## src/hw/rtl/msd_pkg.sv

```systemverilog
// Package for the multiplexed seven-segment display driver: shared types,
// register map, reset values and the digit-to-segment decoder.
// No dependencies; compiled first.
`default_nettype none

package msd_pkg;

    localparam int MAX_POSITIONS_DEF = 8;
    localparam int VALUE_BITS_DEF    = 31;

    localparam int RADIX_W = 5;
    localparam int POS_W   = 4;
    localparam int DIGIT_W = 4;
    localparam int SEG_W   = 7;
    localparam int SCAN_W  = 3;

    // Configuration port: four 32-bit registers at byte addresses 0, 4, 8 and 12.
    localparam int PADDR_W = 4;
    localparam int PDATA_W = 32;

    typedef enum logic [1:0] {
        REG_RADIX          = 2'd0,
        REG_POSITIONS_USED = 2'd1,
        REG_RIGHT_ALIGNED  = 2'd2,
        REG_SHOW_ZEROES    = 2'd3
    } reg_idx_t;

    localparam logic [RADIX_W-1:0] RADIX_RST     = 5'd10;
    localparam logic [POS_W-1:0]   POSITIONS_RST = 4'd4;
    localparam logic               RIGHT_RST     = 1'b1;
    localparam logic               ZEROES_RST    = 1'b0;

    localparam logic [RADIX_W-1:0] RADIX_MIN = 5'd2;
    localparam logic [RADIX_W-1:0] RADIX_MAX = 5'd16;

    typedef enum logic [1:0] {
        ST_IDLE,
        ST_SPLIT,
        ST_SHOW
    } state_t;

    // Control from the sequencer to the serial divider.
    typedef struct packed {
        logic               start;
        logic [RADIX_W-1:0] divisor;
    } div_ctrl_t;

    // Segment enables, bit 0 = a through bit 6 = g. Digits above nine are blank.
    function automatic logic [SEG_W-1:0] seg_decode(input logic [DIGIT_W-1:0] digit);
        logic [SEG_W-1:0] seg;
        unique case (digit)
            4'd0:    seg = 7'h3F;
            4'd1:    seg = 7'h06;
            4'd2:    seg = 7'h5B;
            4'd3:    seg = 7'h4F;
            4'd4:    seg = 7'h66;
            4'd5:    seg = 7'h6D;
            4'd6:    seg = 7'h7D;
            4'd7:    seg = 7'h07;
            4'd8:    seg = 7'h7F;
            4'd9:    seg = 7'h6F;
            default: seg = 7'h00;
        endcase
        return seg;
    endfunction

endpackage

`default_nettype wire

```

## src/hw/rtl/msd_if.sv

```systemverilog
// Valid/ready channel interfaces for the display driver: the number input
// and the segment/position output. Depends on msd_pkg.
`default_nettype none

interface msd_value_if #(
    parameter int VALUE_BITS = msd_pkg::VALUE_BITS_DEF
);
    logic                  valid;
    logic                  ready;
    logic [VALUE_BITS-1:0] value;

    modport source (output valid, output value, input ready);
    modport sink   (input valid, input value, output ready);
endinterface

interface msd_disp_if;
    logic                         valid;
    logic                         ready;
    logic [msd_pkg::SEG_W-1:0]    segments;
    logic [msd_pkg::SCAN_W-1:0]   position;

    modport source (output valid, output segments, output position, input ready);
    modport sink   (input valid, input segments, input position, output ready);
endinterface

`default_nettype wire

```

## src/hw/rtl/msd_div.sv

```systemverilog
// Bit-serial restoring divider: one quotient bit per cycle, a small divisor.
// Used once per digit by the display driver. Depends on msd_pkg.
`default_nettype none

module msd_div #(
    parameter int VALUE_BITS = msd_pkg::VALUE_BITS_DEF
) (
    input  wire logic                           clk,
    input  wire logic                           rst_n,
    input  wire msd_pkg::div_ctrl_t             ctrl,
    input  wire logic [VALUE_BITS-1:0]          dividend,
    output logic                                done,
    output logic [VALUE_BITS-1:0]               quotient,
    output logic [msd_pkg::RADIX_W-1:0]         remainder
);

    localparam int CNT_W = $clog2(VALUE_BITS);
    localparam int RW    = msd_pkg::RADIX_W;

    logic                  busy_reg;
    logic                  done_reg;
    logic [CNT_W-1:0]      cnt_reg;
    logic [VALUE_BITS-1:0] quo_reg, quo_next;
    logic [RW-1:0]         rem_reg, rem_next;
    logic [RW-1:0]         div_reg;
    logic [RW:0]           shifted;
    logic                  fits;
    logic                  last;

    assign last = (cnt_reg == CNT_W'(VALUE_BITS - 1));

    // The partial remainder stays below the divisor, so it fits in RW bits.
    always_comb
    begin
        shifted  = {rem_reg, quo_reg[VALUE_BITS-1]};
        fits     = (shifted >= {1'b0, div_reg});
        rem_next = fits ? RW'(shifted - {1'b0, div_reg}) : shifted[RW-1:0];
        quo_next = {quo_reg[VALUE_BITS-2:0], fits};
    end

    always_ff @(posedge clk or negedge rst_n)
    begin
        if (!rst_n)
        begin
            busy_reg <= 1'b0;
            done_reg <= 1'b0;
            cnt_reg  <= '0;
        end
        else
        begin
            done_reg <= busy_reg && last;
            if (ctrl.start)
            begin
                busy_reg <= 1'b1;
                cnt_reg  <= '0;
            end
            else if (busy_reg)
            begin
                if (last)
                    busy_reg <= 1'b0;
                cnt_reg <= cnt_reg + 1'b1;
            end
        end
    end

    always_ff @(posedge clk)
    begin
        if (ctrl.start)
        begin
            quo_reg <= dividend;
            rem_reg <= '0;
            div_reg <= ctrl.divisor;
        end
        else if (busy_reg)
        begin
            quo_reg <= quo_next;
            rem_reg <= rem_next;
        end
    end

    assign done      = done_reg;
    assign quotient  = quo_reg;
    assign remainder = rem_reg;

endmodule

`default_nettype wire

```

## src/hw/rtl/multiplexed_seven_segment_driver.sv

```systemverilog
// Multiplexed seven-segment display driver, top level: sequencer, digit
// store, APB register file and output register. Depends on msd_pkg, msd_if, msd_div.
//
// Each transfer on value_ch is one scan tick and yields exactly one transfer on
// disp_ch, giving the segments for one display position. When the number
// differs from the one last split (or after reset), it is split into digits by
// repeated division in a bit-serial divider, one division per digit; a zero
// yields no digits. An unchanged number is shown from the stored digits
// without a new split, and the result of every tick is registered in the
// output register. The block takes one tick at a time; a result waiting in
// the output register does not hold up the next tick until that tick's own
// result is ready. A new radix takes effect at the next digit division; a new
// position count bounds the digits of the next split and sets the scan range
// at once; alignment and leading-zero settings act at once.
`default_nettype none

module multiplexed_seven_segment_driver #(
    parameter int MAX_POSITIONS = msd_pkg::MAX_POSITIONS_DEF,
    parameter int VALUE_BITS    = msd_pkg::VALUE_BITS_DEF
) (
    input  wire logic                          clk,
    input  wire logic                          rst_n,
    msd_value_if.sink                          value_ch,
    msd_disp_if.source                         disp_ch,
    input  wire logic                          psel,
    input  wire logic                          penable,
    input  wire logic                          pwrite,
    input  wire logic [msd_pkg::PADDR_W-1:0]   paddr,
    input  wire logic [msd_pkg::PDATA_W-1:0]   pwdata,
    output logic      [msd_pkg::PDATA_W-1:0]   prdata,
    output logic                               pready
);

    localparam int CNT_W = $clog2(MAX_POSITIONS + 1);
    localparam int IDX_W = (MAX_POSITIONS > 1) ? $clog2(MAX_POSITIONS) : 1;
    localparam int RW    = msd_pkg::RADIX_W;
    localparam int PW    = msd_pkg::POS_W;
    localparam int DW    = msd_pkg::DIGIT_W;
    localparam int SW    = msd_pkg::SEG_W;

    // Configuration registers.
    logic [RW-1:0]     radix_reg;
    logic [PW-1:0]     positions_reg;
    logic              right_reg;
    logic              zeroes_reg;
    msd_pkg::reg_idx_t reg_sel;
    logic              cfg_write;

    // Sequencer and display state.
    msd_pkg::state_t       state_reg, state_next;
    logic [VALUE_BITS-1:0] cached_value_reg;
    logic                  cache_valid_reg;
    logic [CNT_W-1:0]      digits_found_reg;
    logic [CNT_W-1:0]      n_split_reg;
    logic [CNT_W-1:0]      scan_reg;
    logic [DW-1:0]         digit_store [MAX_POSITIONS];
    logic                  out_valid_reg;
    logic [SW-1:0]         seg_reg;
    logic [msd_pkg::SCAN_W-1:0] pos_reg;

    // Divider connections.
    msd_pkg::div_ctrl_t    div_ctrl;
    logic [VALUE_BITS-1:0] div_dividend;
    logic                  div_done;
    logic [VALUE_BITS-1:0] div_quotient;
    logic [RW-1:0]         div_remainder;

    // Sequencer outputs.
    logic accepted;
    logic split_needed;
    logic more_digits;
    logic store_we;
    logic out_load;

    // Effective settings and display lookup.
    logic [RW-1:0]    radix_eff;
    logic [CNT_W-1:0] n_eff;
    logic [CNT_W-1:0] scan_eff;
    logic [CNT_W-1:0] k_right;
    logic [CNT_W-1:0] k_left;
    logic [IDX_W-1:0] rd_idx;
    logic             show_digit;
    logic [SW-1:0]    seg_value;

    // ---------------------------------------------------------------- APB
    assign pready    = 1'b1;
    assign reg_sel   = msd_pkg::reg_idx_t'(paddr[3:2]);
    assign cfg_write = psel && penable && pwrite;

    always_ff @(posedge clk or negedge rst_n)
    begin
        if (!rst_n)
        begin
            radix_reg     <= msd_pkg::RADIX_RST;
            positions_reg <= msd_pkg::POSITIONS_RST;
            right_reg     <= msd_pkg::RIGHT_RST;
            zeroes_reg    <= msd_pkg::ZEROES_RST;
        end
        else if (cfg_write)
        begin
            unique case (reg_sel)
                msd_pkg::REG_RADIX:          radix_reg     <= pwdata[RW-1:0];
                msd_pkg::REG_POSITIONS_USED: positions_reg <= pwdata[PW-1:0];
                msd_pkg::REG_RIGHT_ALIGNED:  right_reg     <= pwdata[0];
                msd_pkg::REG_SHOW_ZEROES:    zeroes_reg    <= pwdata[0];
            endcase
        end
    end

    always_comb
    begin
        unique case (reg_sel)
            msd_pkg::REG_RADIX:          prdata = msd_pkg::PDATA_W'(radix_reg);
            msd_pkg::REG_POSITIONS_USED: prdata = msd_pkg::PDATA_W'(positions_reg);
            msd_pkg::REG_RIGHT_ALIGNED:  prdata = msd_pkg::PDATA_W'(right_reg);
            msd_pkg::REG_SHOW_ZEROES:    prdata = msd_pkg::PDATA_W'(zeroes_reg);
        endcase
    end

    // ------------------------------------------------------ effective settings
    always_comb
    begin
        priority if (radix_reg < msd_pkg::RADIX_MIN)
            radix_eff = msd_pkg::RADIX_MIN;
        else if (radix_reg > msd_pkg::RADIX_MAX)
            radix_eff = msd_pkg::RADIX_MAX;
        else
            radix_eff = radix_reg;

        priority if (positions_reg == '0)
            n_eff = CNT_W'(1);
        else if ({1'b0, positions_reg} > (PW + 1)'(MAX_POSITIONS))
            n_eff = CNT_W'(MAX_POSITIONS);
        else
            n_eff = CNT_W'(positions_reg);
    end

    // ------------------------------------------------------------- divider
    assign div_dividend = (state_reg == msd_pkg::ST_IDLE) ? value_ch.value : div_quotient;

    msd_div #(
        .VALUE_BITS (VALUE_BITS)
    ) u_div (
        .clk       (clk),
        .rst_n     (rst_n),
        .ctrl      (div_ctrl),
        .dividend  (div_dividend),
        .done      (div_done),
        .quotient  (div_quotient),
        .remainder (div_remainder)
    );

    // ----------------------------------------------------------- sequencer
    assign split_needed = !cache_valid_reg || (value_ch.value != cached_value_reg);
    assign more_digits  = (div_quotient != '0)
                       && (({1'b0, digits_found_reg} + 1'b1) < {1'b0, n_split_reg});

    always_ff @(posedge clk or negedge rst_n)
    begin
        if (!rst_n)
            state_reg <= msd_pkg::ST_IDLE;
        else
            state_reg <= state_next;
    end

    always_comb
    begin
        state_next       = state_reg;
        accepted         = 1'b0;
        store_we         = 1'b0;
        out_load         = 1'b0;
        div_ctrl.start   = 1'b0;
        div_ctrl.divisor = radix_eff;
        unique case (state_reg)
            msd_pkg::ST_IDLE:
            begin
                accepted = value_ch.valid;
                if (value_ch.valid)
                begin
                    if (split_needed && (value_ch.value != '0))
                    begin
                        div_ctrl.start = 1'b1;
                        state_next     = msd_pkg::ST_SPLIT;
                    end
                    else
                        state_next = msd_pkg::ST_SHOW;
                end
            end
            msd_pkg::ST_SPLIT:
            begin
                if (div_done)
                begin
                    store_we = 1'b1;
                    if (more_digits)
                        div_ctrl.start = 1'b1;
                    else
                        state_next = msd_pkg::ST_SHOW;
                end
            end
            msd_pkg::ST_SHOW:
            begin
                if (!out_valid_reg || disp_ch.ready)
                begin
                    out_load   = 1'b1;
                    state_next = msd_pkg::ST_IDLE;
                end
            end
            default:
                state_next = msd_pkg::ST_IDLE;
        endcase
    end

    assign value_ch.ready = (state_reg == msd_pkg::ST_IDLE);

    // ------------------------------------------------------- display lookup
    always_comb
    begin
        scan_eff = (scan_reg >= n_eff) ? '0 : scan_reg;
        k_right  = n_eff - scan_eff - 1'b1;
        k_left   = digits_found_reg - scan_eff - 1'b1;
        if (right_reg)
        begin
            show_digit = (k_right < digits_found_reg);
            rd_idx     = k_right[IDX_W-1:0];
        end
        else
        begin
            show_digit = (scan_eff < digits_found_reg);
            rd_idx     = k_left[IDX_W-1:0];
        end
        // Positions without a digit are blank, or zero when right aligned
        // with leading zeroes enabled.
        if (show_digit)
            seg_value = msd_pkg::seg_decode(digit_store[rd_idx]);
        else if (right_reg && zeroes_reg)
            seg_value = msd_pkg::seg_decode('0);
        else
            seg_value = '0;
    end

    // ------------------------------------------------------------ datapath
    always_ff @(posedge clk or negedge rst_n)
    begin
        if (!rst_n)
        begin
            cached_value_reg <= '0;
            cache_valid_reg  <= 1'b0;
            digits_found_reg <= '0;
            n_split_reg      <= '0;
            scan_reg         <= '0;
            out_valid_reg    <= 1'b0;
        end
        else
        begin
            if (accepted && split_needed)
            begin
                cached_value_reg <= value_ch.value;
                cache_valid_reg  <= 1'b1;
                digits_found_reg <= '0;
                n_split_reg      <= n_eff;
            end
            else if (store_we)
                digits_found_reg <= digits_found_reg + 1'b1;

            if (out_load)
            begin
                scan_reg      <= scan_eff + 1'b1;
                out_valid_reg <= 1'b1;
            end
            else if (disp_ch.ready)
                out_valid_reg <= 1'b0;
        end
    end

    always_ff @(posedge clk)
    begin
        if (store_we)
            digit_store[digits_found_reg[IDX_W-1:0]] <= div_remainder[DW-1:0];
        if (out_load)
        begin
            seg_reg <= seg_value;
            pos_reg <= scan_eff[msd_pkg::SCAN_W-1:0];
        end
    end

    assign disp_ch.valid    = out_valid_reg;
    assign disp_ch.segments = seg_reg;
    assign disp_ch.position = pos_reg;

    // ----------------------------------------------------------- assertions
    a_digits_bounded: assert property (@(posedge clk) disable iff (!rst_n)
        (state_reg == msd_pkg::ST_SHOW) |-> (digits_found_reg <= n_split_reg))
        else $error("more digits stored than the split allowed");

    a_done_in_split: assert property (@(posedge clk) disable iff (!rst_n)
        div_done |-> (state_reg == msd_pkg::ST_SPLIT))
        else $error("divider finished outside a split");

    a_cache_update: assert property (@(posedge clk) disable iff (!rst_n)
        (accepted && split_needed)
        |=> (cache_valid_reg && (cached_value_reg == $past(value_ch.value))))
        else $error("cache not updated after a split");

    a_scan_bounded: assert property (@(posedge clk) disable iff (!rst_n)
        scan_reg <= CNT_W'(MAX_POSITIONS))
        else $error("scan index beyond the position count");

endmodule

`default_nettype wire
```

## src/flat_wrapper.sv

```systemverilog
// flat-port wrapper written by rule: the top's interface ports become plain ports
module multiplexed_seven_segment_driver_flat 
#(
    parameter int MAX_POSITIONS = msd_pkg::MAX_POSITIONS_DEF,
    parameter int VALUE_BITS    = msd_pkg::VALUE_BITS_DEF
)
  (clk, rst_n, psel, penable, pwrite, paddr, pwdata, prdata, pready, value_ch_valid, value_ch_value, value_ch_ready, disp_ch_valid, disp_ch_segments, disp_ch_position, disp_ch_ready);
  msd_value_if #(.VALUE_BITS(VALUE_BITS)) value_ch_i ();
  msd_disp_if disp_ch_i ();
  input  wire logic clk;
  input  wire logic rst_n;
  input  wire logic psel;
  input  wire logic penable;
  input  wire logic pwrite;
  input  wire logic [msd_pkg::PADDR_W-1:0] paddr;
  input  wire logic [msd_pkg::PDATA_W-1:0] pwdata;
  output logic      [msd_pkg::PDATA_W-1:0] prdata;
  output logic pready;
  input wire logic [$bits(value_ch_i.valid)-1:0] value_ch_valid;
  input wire logic [$bits(value_ch_i.value)-1:0] value_ch_value;
  output wire logic [$bits(value_ch_i.ready)-1:0] value_ch_ready;
  output wire logic [$bits(disp_ch_i.valid)-1:0] disp_ch_valid;
  output wire logic [$bits(disp_ch_i.segments)-1:0] disp_ch_segments;
  output wire logic [$bits(disp_ch_i.position)-1:0] disp_ch_position;
  input wire logic [$bits(disp_ch_i.ready)-1:0] disp_ch_ready;
  assign value_ch_i.valid = value_ch_valid;
  assign value_ch_i.value = value_ch_value;
  assign value_ch_ready = value_ch_i.ready;
  assign disp_ch_valid = disp_ch_i.valid;
  assign disp_ch_segments = disp_ch_i.segments;
  assign disp_ch_position = disp_ch_i.position;
  assign disp_ch_i.ready = disp_ch_ready;
  multiplexed_seven_segment_driver #(.MAX_POSITIONS(MAX_POSITIONS), .VALUE_BITS(VALUE_BITS)) u_core (.clk(clk), .rst_n(rst_n), .value_ch(value_ch_i), .disp_ch(disp_ch_i), .psel(psel), .penable(penable), .pwrite(pwrite), .paddr(paddr), .pwdata(pwdata), .prdata(prdata), .pready(pready));
endmodule
```

## config.mk

```make
export PLATFORM = sky130hd
export DESIGN_NAME = multiplexed_seven_segment_driver_flat
export DESIGN_NICKNAME = d
export VERILOG_FILES = /design/src/hw/rtl/msd_pkg.sv /design/src/hw/rtl/msd_if.sv /design/src/hw/rtl/msd_div.sv /design/src/hw/rtl/multiplexed_seven_segment_driver.sv /design/src/flat_wrapper.sv
export SDC_FILE = /design/constraint.sdc
export NUM_CORES = 1
export LEC_CHECK = 0
export ABC_AREA = 1
export BUFFER_PORTS_ARGS = -buffer_cell sky130_fd_sc_hd__buf_4
export CORE_UTILIZATION = 40
export DETAILED_ROUTE_END_ITERATION = 16
export GPL_ROUTABILITY_DRIVEN = 0
export GPL_TIMING_DRIVEN = 0
export PLACE_DENSITY = 0.63
export SLEW_MARGIN = 0
export SYNTH_ARGS = -nofsm -noshare
export SYNTH_HDL_FRONTEND = slang
export SYNTH_SLANG_ARGS = --single-unit
```

## constraint.sdc

```tcl
create_clock -name clk -period 5.33 [get_ports clk]
set_clock_uncertainty 0.15 [all_clocks]
set_input_delay 0.2665 -clock clk [delete_from_list [all_inputs] [get_ports clk]]
set_output_delay 0.2665 -clock clk [all_outputs]
set_load 0.005 [all_outputs]
```

After elaboration in Yosys (flattened, before gate mapping)
Memory sizes are Yosys's and may differ from the RTL's.
Index checks and enable logic that the tools add are counted.
Word-level totals
  memories: 2
  bits in read-only memories: 112
  RAM bits: 32
  input bits: 74
  bits in registers: 116
Cells by class
  reductions and logical operators: 26
  mux-type cells: 40
  equality and inequality tests: 12
  magnitude comparators: 8
  $add $sub $neg: 9
Memory list
  (no name shown): words 16, bits a word 7, read ports 1, clocked after Yosys merged registers in 0, write ports 0, RTL line msd_pkg.sv:51  | unique case (digit)
  u_core.digit_store: words 8, bits a word 4, read ports 1, clocked after Yosys merged registers in 0, write ports 1, RTL line multiplexed_seven_segment_driver.sv:56  | logic [DW-1:0] digit_store [MAX_POSITIONS];
Operators with widths (count)
  one-hot mux 32 bit (4 select lines): 1
  2-to-1 mux 31 bit: 3
  nonzero test 31 bit: 2
  inequality test 31 bit: 1
  2-to-1 mux 4 bit: 5
  2-to-1 mux 5 bit: 4
  2-to-1 mux 1 bit: 17
  2-to-1 mux 2 bit: 5
  AND reduction 2 bit: 5
  adder 4 x 1 -> 4 bit, second input constant: 2
  less-than comparator 4 bit: 2
  inequality test 2 bit, second input constant: 4
  logical AND 1 bit: 7
  2-to-1 mux 7 bit: 1
  equality test 2 bit, second input constant: 3
  >= comparator 6 x 5 -> 1 bit: 1
  2-to-1 mux 6 bit: 1
  one-hot mux 2 bit (3 select lines): 1
  nonzero test 2 bit: 3
  adder 4 x 1 -> 5 bit, second input constant: 1
  adder 5 x 1 -> 5 bit, second input constant: 1
  equality test 5 bit, second input constant: 1
  greater-than comparator 5 bit, second input constant: 1
  less-than comparator 5 x 2 -> 1 bit, second input constant: 1
  other kinds (18): 22

Longest topological paths before layout
Gate-level depths: netlist of the first run.
An unclocked memory read counts as a cell.
  word-level depth: 11
  gate-level depth with buffers: 30

By module
Synthesis of the first run repeated with hierarchy kept, for this count alone.
Second synthesis, totals
  cell total of the unflattened synthesis: 1094
  area total of the unflattened synthesis: 8723.4 um^2
Modules (own cells, without submodules)
  multiplexed_seven_segment_driver: area each 6446.2 um^2, times used 1, cells an instance 851
  msd_div: area each 2277.2 um^2, times used 1, cells an instance 243

Worst setup path after synthesis of the first run
OpenSTA, ideal clock, no wires.
  path type: flip-flop to flip-flop
  start point: register u_core.digits_found_reg[1]
  end point: register u_core.u_div.quo_reg[0] (netlist: u_core.u_div.quotient[0]) (enable)
  data arrival time: 3.766 ns
  setup time: 0.462 ns
  period minus slack after synthesis: 4.378 ns
  cell stages (with the launch flop): 10
  slack: 0.952 ns
  cell sequence: dfrtp_1 > ha_1 > xor2_1 > ha_1 > inv_1 > o21bai_1 > a21oi_2 > nand3_2 > inv_1 > o21ai_0
Between the ends
  word-level cells in the longest chain between the ends: 8
RTL lines
  from (decl): RTL line multiplexed_seven_segment_driver.sv:53  | logic [CNT_W-1:0] digits_found_reg;
  from (signal assigned): RTL line multiplexed_seven_segment_driver.sv:263  | digits_found_reg <= digits_found_reg + 1'b1;
  adder 4 x 1 -> 5 bit *: RTL line multiplexed_seven_segment_driver.sv:156  | && (({1'b0, digits_found_reg} + 1'b1) < {1'b0, n_split_reg});
  less-than comparator 5 x 4 -> 1 bit *: RTL line multiplexed_seven_segment_driver.sv:156
  logical AND 1 bit *: RTL line multiplexed_seven_segment_driver.sv:156
  2-to-1 mux 1 bit *: RTL line multiplexed_seven_segment_driver.sv:194  | if (more_digits)
  2-to-1 mux 1 bit *: RTL line multiplexed_seven_segment_driver.sv:191  | if (div_done)
  one-hot mux 1 bit (2 select lines) *: RTL line multiplexed_seven_segment_driver.sv:174  | unique case (state_reg)
  inequality test 2 bit (no source line) or nonzero test 2 bit (tied branches)
  AND reduction 2 bit (no source line) *
  to (signal assigned): RTL line msd_div.sv:70  | quo_reg <= dividend;
  to (signal assigned): RTL line msd_div.sv:76  | quo_reg <= quo_next;
  to (decl): RTL line msd_div.sv:23  | logic [VALUE_BITS-1:0] quo_reg, quo_next;
Every way passes the cells marked *; elsewhere a longest branch is shown, timed or not.
A chain may end at the register's enable or synchronous reset.

Final worst setup path of the first run
  start point: register u_core.positions_reg[1]
  end point: register u_core.seg_reg[3] (netlist: u_core.disp_ch.segments[3]) (data pin)
Between the ends
  word-level cells in the longest chain between the ends: 11
RTL lines
  from (decl): RTL line multiplexed_seven_segment_driver.sv:43  | logic [PW-1:0] positions_reg;
  from (signal assigned): RTL line multiplexed_seven_segment_driver.sv:95  | positions_reg <= msd_pkg::POSITIONS_RST;
  from (signal assigned): RTL line multiplexed_seven_segment_driver.sv:103  | msd_pkg::REG_POSITIONS_USED: positions_reg <= pwdata[PW-1:0];
  greater-than comparator 4 bit: RTL line multiplexed_seven_segment_driver.sv:132  | else if ({1'b0, positions_reg} > (PW + 1)'(MAX_POSITIONS))
  2-to-1 mux 4 bit: RTL line multiplexed_seven_segment_driver.sv:132
  2-to-1 mux 4 bit *: RTL line multiplexed_seven_segment_driver.sv:130  | priority if (positions_reg == '0)
  net u_core.n_eff[0]: RTL line multiplexed_seven_segment_driver.sv:77  | logic [CNT_W-1:0] n_eff;
  >= comparator 4 bit *: RTL line multiplexed_seven_segment_driver.sv:218  | scan_eff = (scan_reg >= n_eff) ? '0 : scan_reg;
  2-to-1 mux 4 bit *: RTL line multiplexed_seven_segment_driver.sv:218
  net u_core.scan_eff[0]: RTL line multiplexed_seven_segment_driver.sv:78  | logic [CNT_W-1:0] scan_eff;
  subtractor 4 bit or subtractor 3 bit (tied branches): RTL line multiplexed_seven_segment_driver.sv:219, multiplexed_seven_segment_driver.sv:220
  subtractor 4 x 1 -> 4 bit or subtractor 3 x 1 -> 3 bit (tied branches): RTL line multiplexed_seven_segment_driver.sv:219, multiplexed_seven_segment_driver.sv:220
  2-to-1 mux 3 bit: RTL line multiplexed_seven_segment_driver.sv:221  | if (right_reg)
  memory read (8 x 4 bit)
  memory read (16 x 7 bit)
  2-to-1 mux 7 bit *: RTL line multiplexed_seven_segment_driver.sv:233  | if (show_digit)
  net u_core.seg_value[3]: RTL line multiplexed_seven_segment_driver.sv:83  | logic [SW-1:0] seg_value;
  to (signal assigned): RTL line multiplexed_seven_segment_driver.sv:281  | seg_reg <= seg_value;
  to (decl): RTL line multiplexed_seven_segment_driver.sv:58  | logic [SW-1:0] seg_reg;
The timed path passes the listed nets; every way through them passes the cells marked *.

==> flow_summary.yaml, run 1 <==
placement:
  dp_slack_ps: 560
  port-buffer-count: 61
  dpl.hpwl_um: 13700
  place_area_sq_mm: 0.00916
detailed_routing:
  drtIter0Drc: 465
  first_pass_iters: 5
  dr_total_vias: 6544
  post-route-drc-count: 0
  wl_um: 18400
  antenna_left: 0
  wl_per_cell_um: 13.3
  viasPerCell: 4.74
global_route:
  use_met1_pct: 23.7
  antenna_found_initial: 0
  grtUsageTotal_pct: 18.7
  top_usage_layer: "met2"
  globalRoute.totalOverflow: 0
  met2_usage_pct: 31.9
  grt_pass1_wl_um: 31300
  met3_usage_pct: 3.35
  grt_pass1_vias: 6327
  grt_max_degree: 66
pwr:
  p_sw_share_pct: 39.3
  comb_power_share_pct: 43.1
  ir_drop_v: 0.000282
  total_power_mw: 5.64
  clock_power_share_pct: 22.5
  internal_power_mw: 3.42
  leakage_nw: 4.91
  power_switching_mw: 2.21
  seqPwrFrac_pct: 34.4
  power.density_mw_per_mm2: 557
clock_tree:
  insertion_delay_ps: 420
  cts.sinks: 148
  htree_num_levels: 4
  clkTransAtPathRegs_ps: 60
  tritoncts: "built"
  cts-root-buf: "clkbuf_16"
  cts_buffers: 17
  clk_path_buf_depth: 2
die:
  dieArea_sq_mm: 0.0212
  core_sq_mm: 0.0202
  die_h_um: 145
  initial_utilization_pct: 40.7
  dieWidth_um: 145
  rows: 52
  boundaryPins: 119
sta:
  max_slew_margin_pct: 16.2
  holdWs_ps: 8.58
  period_minus_slack_ps: 4770
  final.period_utilization_pct: 89.4
  rsz0062_at_grt: "no"
  finalSetupTns_ps: 0
  setup_slack_ps: 565
  setup_viol: 0
  hold_violations: 0
  tightest_slew_ps: 1250
  fmax_mhz: 210
  drv_slew: 0
run:
  max_cap_viol_count: 0
cells_and_area:
  drive_gt1_share_pct: 15.6
  ff_latch_area_sq_mm: 0.00407
  area_growth_syn_to_layout_pct: 23.0
  fill_cells: 1913
  multi_input_area_sq_mm: 0.00340
  final_cell_mix: "nand2_1, inv_1, buf_4"
  final_area_sq_mm: 0.0101
  largest_register_ffs: 32
  antenna_cells: 0
  nets: 1209
  layout_commonest_cell: "nand2_1"
synth:
  synth_top_area_cell: "edfxtp_1"
  synth_edf_count: 78
  synth-adder-area-share_pct: 5.74
  netlist_area_sq_mm: 0.00823
  yosysSeqAreaShare_pct: 49.5
  synth-main-ff-cell: "edfxtp_1"
  ys_ff_latch: 148
  synth_warnings: 0
  synthMuxAreaShare_pct: 0
  async_reset_ff_share_pct: 43.9
  synthCells: 958
  synth-xor-area-share_pct: 2.87
  ys_types: 42
  synth_area_per_cell_sq_um: 8.60
  synth_area_leaders: "edfxtp_1, dfrtp_1, nand2_1"
  yosys.area_share.simple_pct: 24.3
  synth-compound-area-share_pct: 6.97
  synth_top_area_share_pct: 28.4
  synth_top_family_by_area: "simple AND/OR/NAND/NOR gates"
critical_path:
  slowest_stage: "fa_1"
  path_class: "reg -> reg"
  critical_path_required_ps: 5350
  end_kind: "flop"
  cpMostUsedCell: "nand2_1"
  worst-path-buf-inv: 6
  worstSetupStartpoint: "u_core.positions_reg[1]$_DFFE_PN0P_"
  crit_arrival_ps: 4780
  critPathMaxStageDelay_ps: 440
  cp_max_fo: 9
  timing.rr.start: "u_core.positions_reg[1]$_DFFE_PN0P_"
  crit_path_start_kind: "flop"
  cpLargestDelayFamily: "simple AND/OR/NAND/NOR gates"
outcome:
  status: "completed"
worst_hold_path:
  hp-class: "in -> reg"
  min_from: "pwdata[0]"
Yosys cell counts, drive strengths merged, types with 2 or more instances:
library cell and instances:
nand3 81, o22ai 4, nand4 24, dfrtp 61, conb 2, o21bai 2
nor3 10, nand2 261, inv 136, or2 4, xnor2 10, nor2 66
a21oi 20, edfxtp 78, o21ai 67, buf 47, ha 33, xor2 17
clkbuf 5, fa 3, o211ai 4, a21boi 2, dfxtp 5, nor4 3
and3 2, dfstp 4, nand3b 3
area by class of cell:
class / instances / share of cell area [%]
Sequential cell: 148 / 40.2
Clock buffer: 20 / 4.73
Clock inverter: 12 / 1.46
Buffer: 52 / 3.51
Timing Repair Buffer: 96 / 8.08
Tap cell: 270 / 3.34
Inverter: 137 / 5.08
Multi-Input combinational cell: 647 / 33.6
metrics by stage:
step	utilization [%]	std cells
finish	50.0	1382
global route	50.0	1382
CTS	50.0	1382
detailed placement	45.3	1316
global placement	45.1	1315
floorplan	-	984
power by group through the flow:
stage	clock (mW)	sequential, mW	combinational, mW
4_1_cts	1.29	1.94	2.46
6_report	1.27	1.94	2.43
5_1_grt	1.33	1.99	2.82
2_1_floorplan	0	1.88	1.87
3_5_place_dp	0	1.96	2.43
3_3_place_gp	0	1.95	2.38
worst reg2reg max path: cells and delay by family (launching register included):
kind                     cells  cell delay [ps]
AND/OR/NAND/NOR             15             1830
adder cells (fa/ha/maj)      4             1300
buffers and inverters        6              640
flip-flops                   1              380
AO/OA/AOI/OAI                2              190
worst paths after layout:
path | endpoint | slack, ps | cells past startpoint
worst max-delay path | u_core.disp_ch.segments[3]$_DFFE_PP_ | 560 | 27
worst min-delay path | u_core.right_reg$_DFFE_PN1P_ | 9 | 3
worst max register to register | u_core.disp_ch.segments[3]$_DFFE_PP_ | 560 | 27
worst min register to register | u_core.cache_valid_reg$_DFFE_PN0P_ | 310 | 2
max in group asynchronous | u_core.radix_reg[4]$_DFFE_PN0P_ | 4060 | 2
min in group asynchronous | u_core.disp_ch.valid$_DFFE_PN0P_ | 380 | 2
routing by layer:
| metal | part of all wire, % | routed length (um) | vias up |
|---|---|---|---|
| met4 | 1.8 | 340 | 0 |
| met1 | 46 | 8410 | 3055 |
| li1 | - | - | 3337 |
| met3 | 3.4 | 633 | 21 |
| met2 | 49 | 9050 | 131 |
| met5 | 0 | 0 | - |
kinds of logic (layout without fill, tap and decap cells):
logic type | Yosys count | count (layout)
other cells | 2 | 28
xor+xnor | 27 | 27
compound gates | 102 | 102
simple gates | 454 | 454
fa+ha+maj | 36 | 36
buf+inv | 189 | 317
flops | 148 | 148
repair_timing:
| action | in CTS | in global routing |
|---|---|---|
| resized for setup | 0 | 0 |
| endpoints found under the setup margin | 0 | 0 |
| hold buffers | 34 | 0 |
| buffers inserted | 0 | 0 |
| hold endpoints to repair | 105 | 0 |
Power figures use the tool's default switching activity.
==> run 2: changes to the inputs <==
Settings changed: CELL_PAD_IN_SITES_DETAIL_PLACEMENT set to 0, CELL_PAD_IN_SITES_GLOBAL_PLACEMENT set to 1, MAX_ROUTING_LAYER set to met4, PLACE_DENSITY 0.63 to 0.79.
==> flow_summary.yaml, run 2 (synthesis results as in run 1) <==
cells_and_area:
  drive_gt1_share_pct: 15.6
  layout_commonest_cell: "nand2_1"
  final_cell_mix: "nand2_1, inv_1, buf_4"
  largest_register_ffs: 32
  nets: 1213
  postLayoutCoreUtil_pct: 49.9
  final_area_sq_mm: 0.0101
  area_growth_syn_to_layout_pct: 22.5
  antenna_cells: 0
critical_path:
  crit_arrival_ps: 4750
  end_kind: "flop"
  crit_path_start_kind: "flop"
  timing.rr.end: "u_core.disp_ch.segments[3]$_DFFE_PP_"
  cp_max_fo: 9
  timing.rr.start: "u_core.positions_reg[1]$_DFFE_PN0P_"
  reg2reg_depth: 27
  path_class: "reg -> reg"
  reg2reg_slack_ps: 620
  critical_path_required_ps: 5360
die:
  rows: 52
  dieArea_sq_mm: 0.0212
  die_h_um: 145
  core_sq_mm: 0.0202
  dieWidth_um: 145
  boundaryPins: 119
  initial_utilization_pct: 40.7
clock_tree:
  insertion_delay_ps: 430
  tritoncts: "built"
  cts.sinks: 148
  post_cts_buffers: 0
  cts-root-buf: "clkbuf_16"
  cts_buffers: 17
  clkTransAtPathRegs_ps: 60
  clk_path_buf_depth: 2
  htree_num_levels: 4
placement:
  port-buffer-count: 61
  dpl.hpwl_um: 13600
  place_area_sq_mm: 0.00916
detailed_routing:
  viasPerCell: 4.68
  antenna_left: 0
  wl_um: 18600
  drtIter0Drc: 330
  first_pass_iters: 5
  post-route-drc-count: 0
  wl_per_cell_um: 13.4
  dr_total_vias: 6481
sta:
  period_minus_slack_ps: 4710
  holdWs_ps: 16.5
  fmax_mhz: 212
  drv_slew: 0
  rsz0062_at_grt: "no"
  finalSetupTns_ps: 0
  max_slew_margin_pct: 19.5
  setup_viol: 0
  tightest_slew_ps: 1200
  hold_violations: 0
  final.period_utilization_pct: 88.4
worst_hold_path:
  hp-class: "in -> reg"
  holdPathStages: 3
  holdPathEnd: "u_core.zeroes_reg$_DFFE_PN0P_"
  min_from: "paddr[2]"
pwr:
  leakage_nw: 4.89
  total_power_mw: 5.49
  ir_drop_v: 0.000278
  power.density_mw_per_mm2: 544
global_route:
  globalRoute.totalOverflow: 0
  grt_max_degree: 66
  antenna_found_initial: 0
  grtUsageTotal_pct: 19.1
  grt_pass1_wl_um: 30900
  grt_pass1_vias: 6387
outcome:
  status: "completed"
run:
  max_cap_viol_count: 0
[run 2: changes by cell type in the layout (fill, tap and decap cells not counted)]
cell           change
clkbuf_1           +1
dlygate4sd3_1      +4
clkinv_4           +1
clkinv_2           +2
clkinvlp_4         +2
inv_4              -1
bufinv_16          -3
clkbuf_8           +1
clkinv_1           -2
clkbuf_16          -1
[run 2: per-layer routing]
layer  share of wire (%)  global-route usage (%)
met1                  45                    22.9
met5                   0                       -
met2                  50                    32.5
met3                 3.5                    3.92
met4                 1.3                    5.42
[run 2: critical path, cell delays in order, from the launching register on]
cell     delay, ps
dfrtp_1        380
inv_1          140
a21oi_1         90
nor2_1         340
ha_1           310
nand4_1         80
and3_1         170
inv_1           70
nor2_1         220
inv_1          150
ha_1           240
inv_1           70
fa_1           450
nand2_2        110
o21ai_4        100
inv_2          160
nand3_1        120
nand2_1         70
nand2_1         60
nand2_1        200
inv_1           70
ha_1           300
nand3_1        110
nand3_1         80
nand2_1         60
nand2_1         50
nand2_1         60
nand2_1         50
[run 2: worst max path at each step]
stage	from	to	slack, ps
after CTS	u_core.positions_reg[1]$_DFFE_PN0P_	u_core.disp_ch.segments[3]$_DFFE_PP_	520
after floorplan	u_core.digits_found_reg[1]$_DFFE_PN0P_	u_core.u_div.quotient[0]$_DFFE_PP_	950
final	u_core.positions_reg[1]$_DFFE_PN0P_	u_core.disp_ch.segments[3]$_DFFE_PP_	620
after detailed placement	u_core.positions_reg[1]$_DFFE_PN0P_	u_core.disp_ch.segments[3]$_DFFE_PP_	550
after global placement	u_core.digits_found_reg[1]$_DFFE_PN0P_	u_core.u_div.quotient[19]$_DFFE_PP_	-270
after global routing	u_core.positions_reg[1]$_DFFE_PN0P_	u_core.disp_ch.segments[3]$_DFFE_PP_	120
[run 2: timing repair]
action / CTS / global route
endpoints found under the hold margin: 115 / 0
gates resized for setup: 0 / 0
hold buffers: 38 / 0
[run 2: final cells by class]
type / instances / area [sq um]
flip-flops and latches: 148 / 4070
plain buffers: 52 / 355
clock buffers: 21 / 472
fillers: 1924 / 10100
multi-input cells: 647 / 3400
inverters: 137 / 514
clock inverters: 11 / 77.6
repair buffers: 100 / 858
well taps: 270 / 338
[run 2: report_power, final]
| group | total [mW] | switching (mW) | leakage [nW] | internal, mW |
|---|---|---|---|---|
| Sequential | 1.94 | 0.263 | 1.62 | 1.68 |
| Combinational | 2.43 | 1.47 | 3.00 | 0.961 |
| Clock | 1.12 | 0.489 | 0.264 | 0.634 |
[run 2: per-stage QoR]
step | cells | worst slack, ps
after floorplan | 984 | 952
after global placement | 1315 | -267
after detailed placement | 1316 | 547
after CTS | 1386 | 523
after global routing | 1386 | 119
final | 1386 | 619
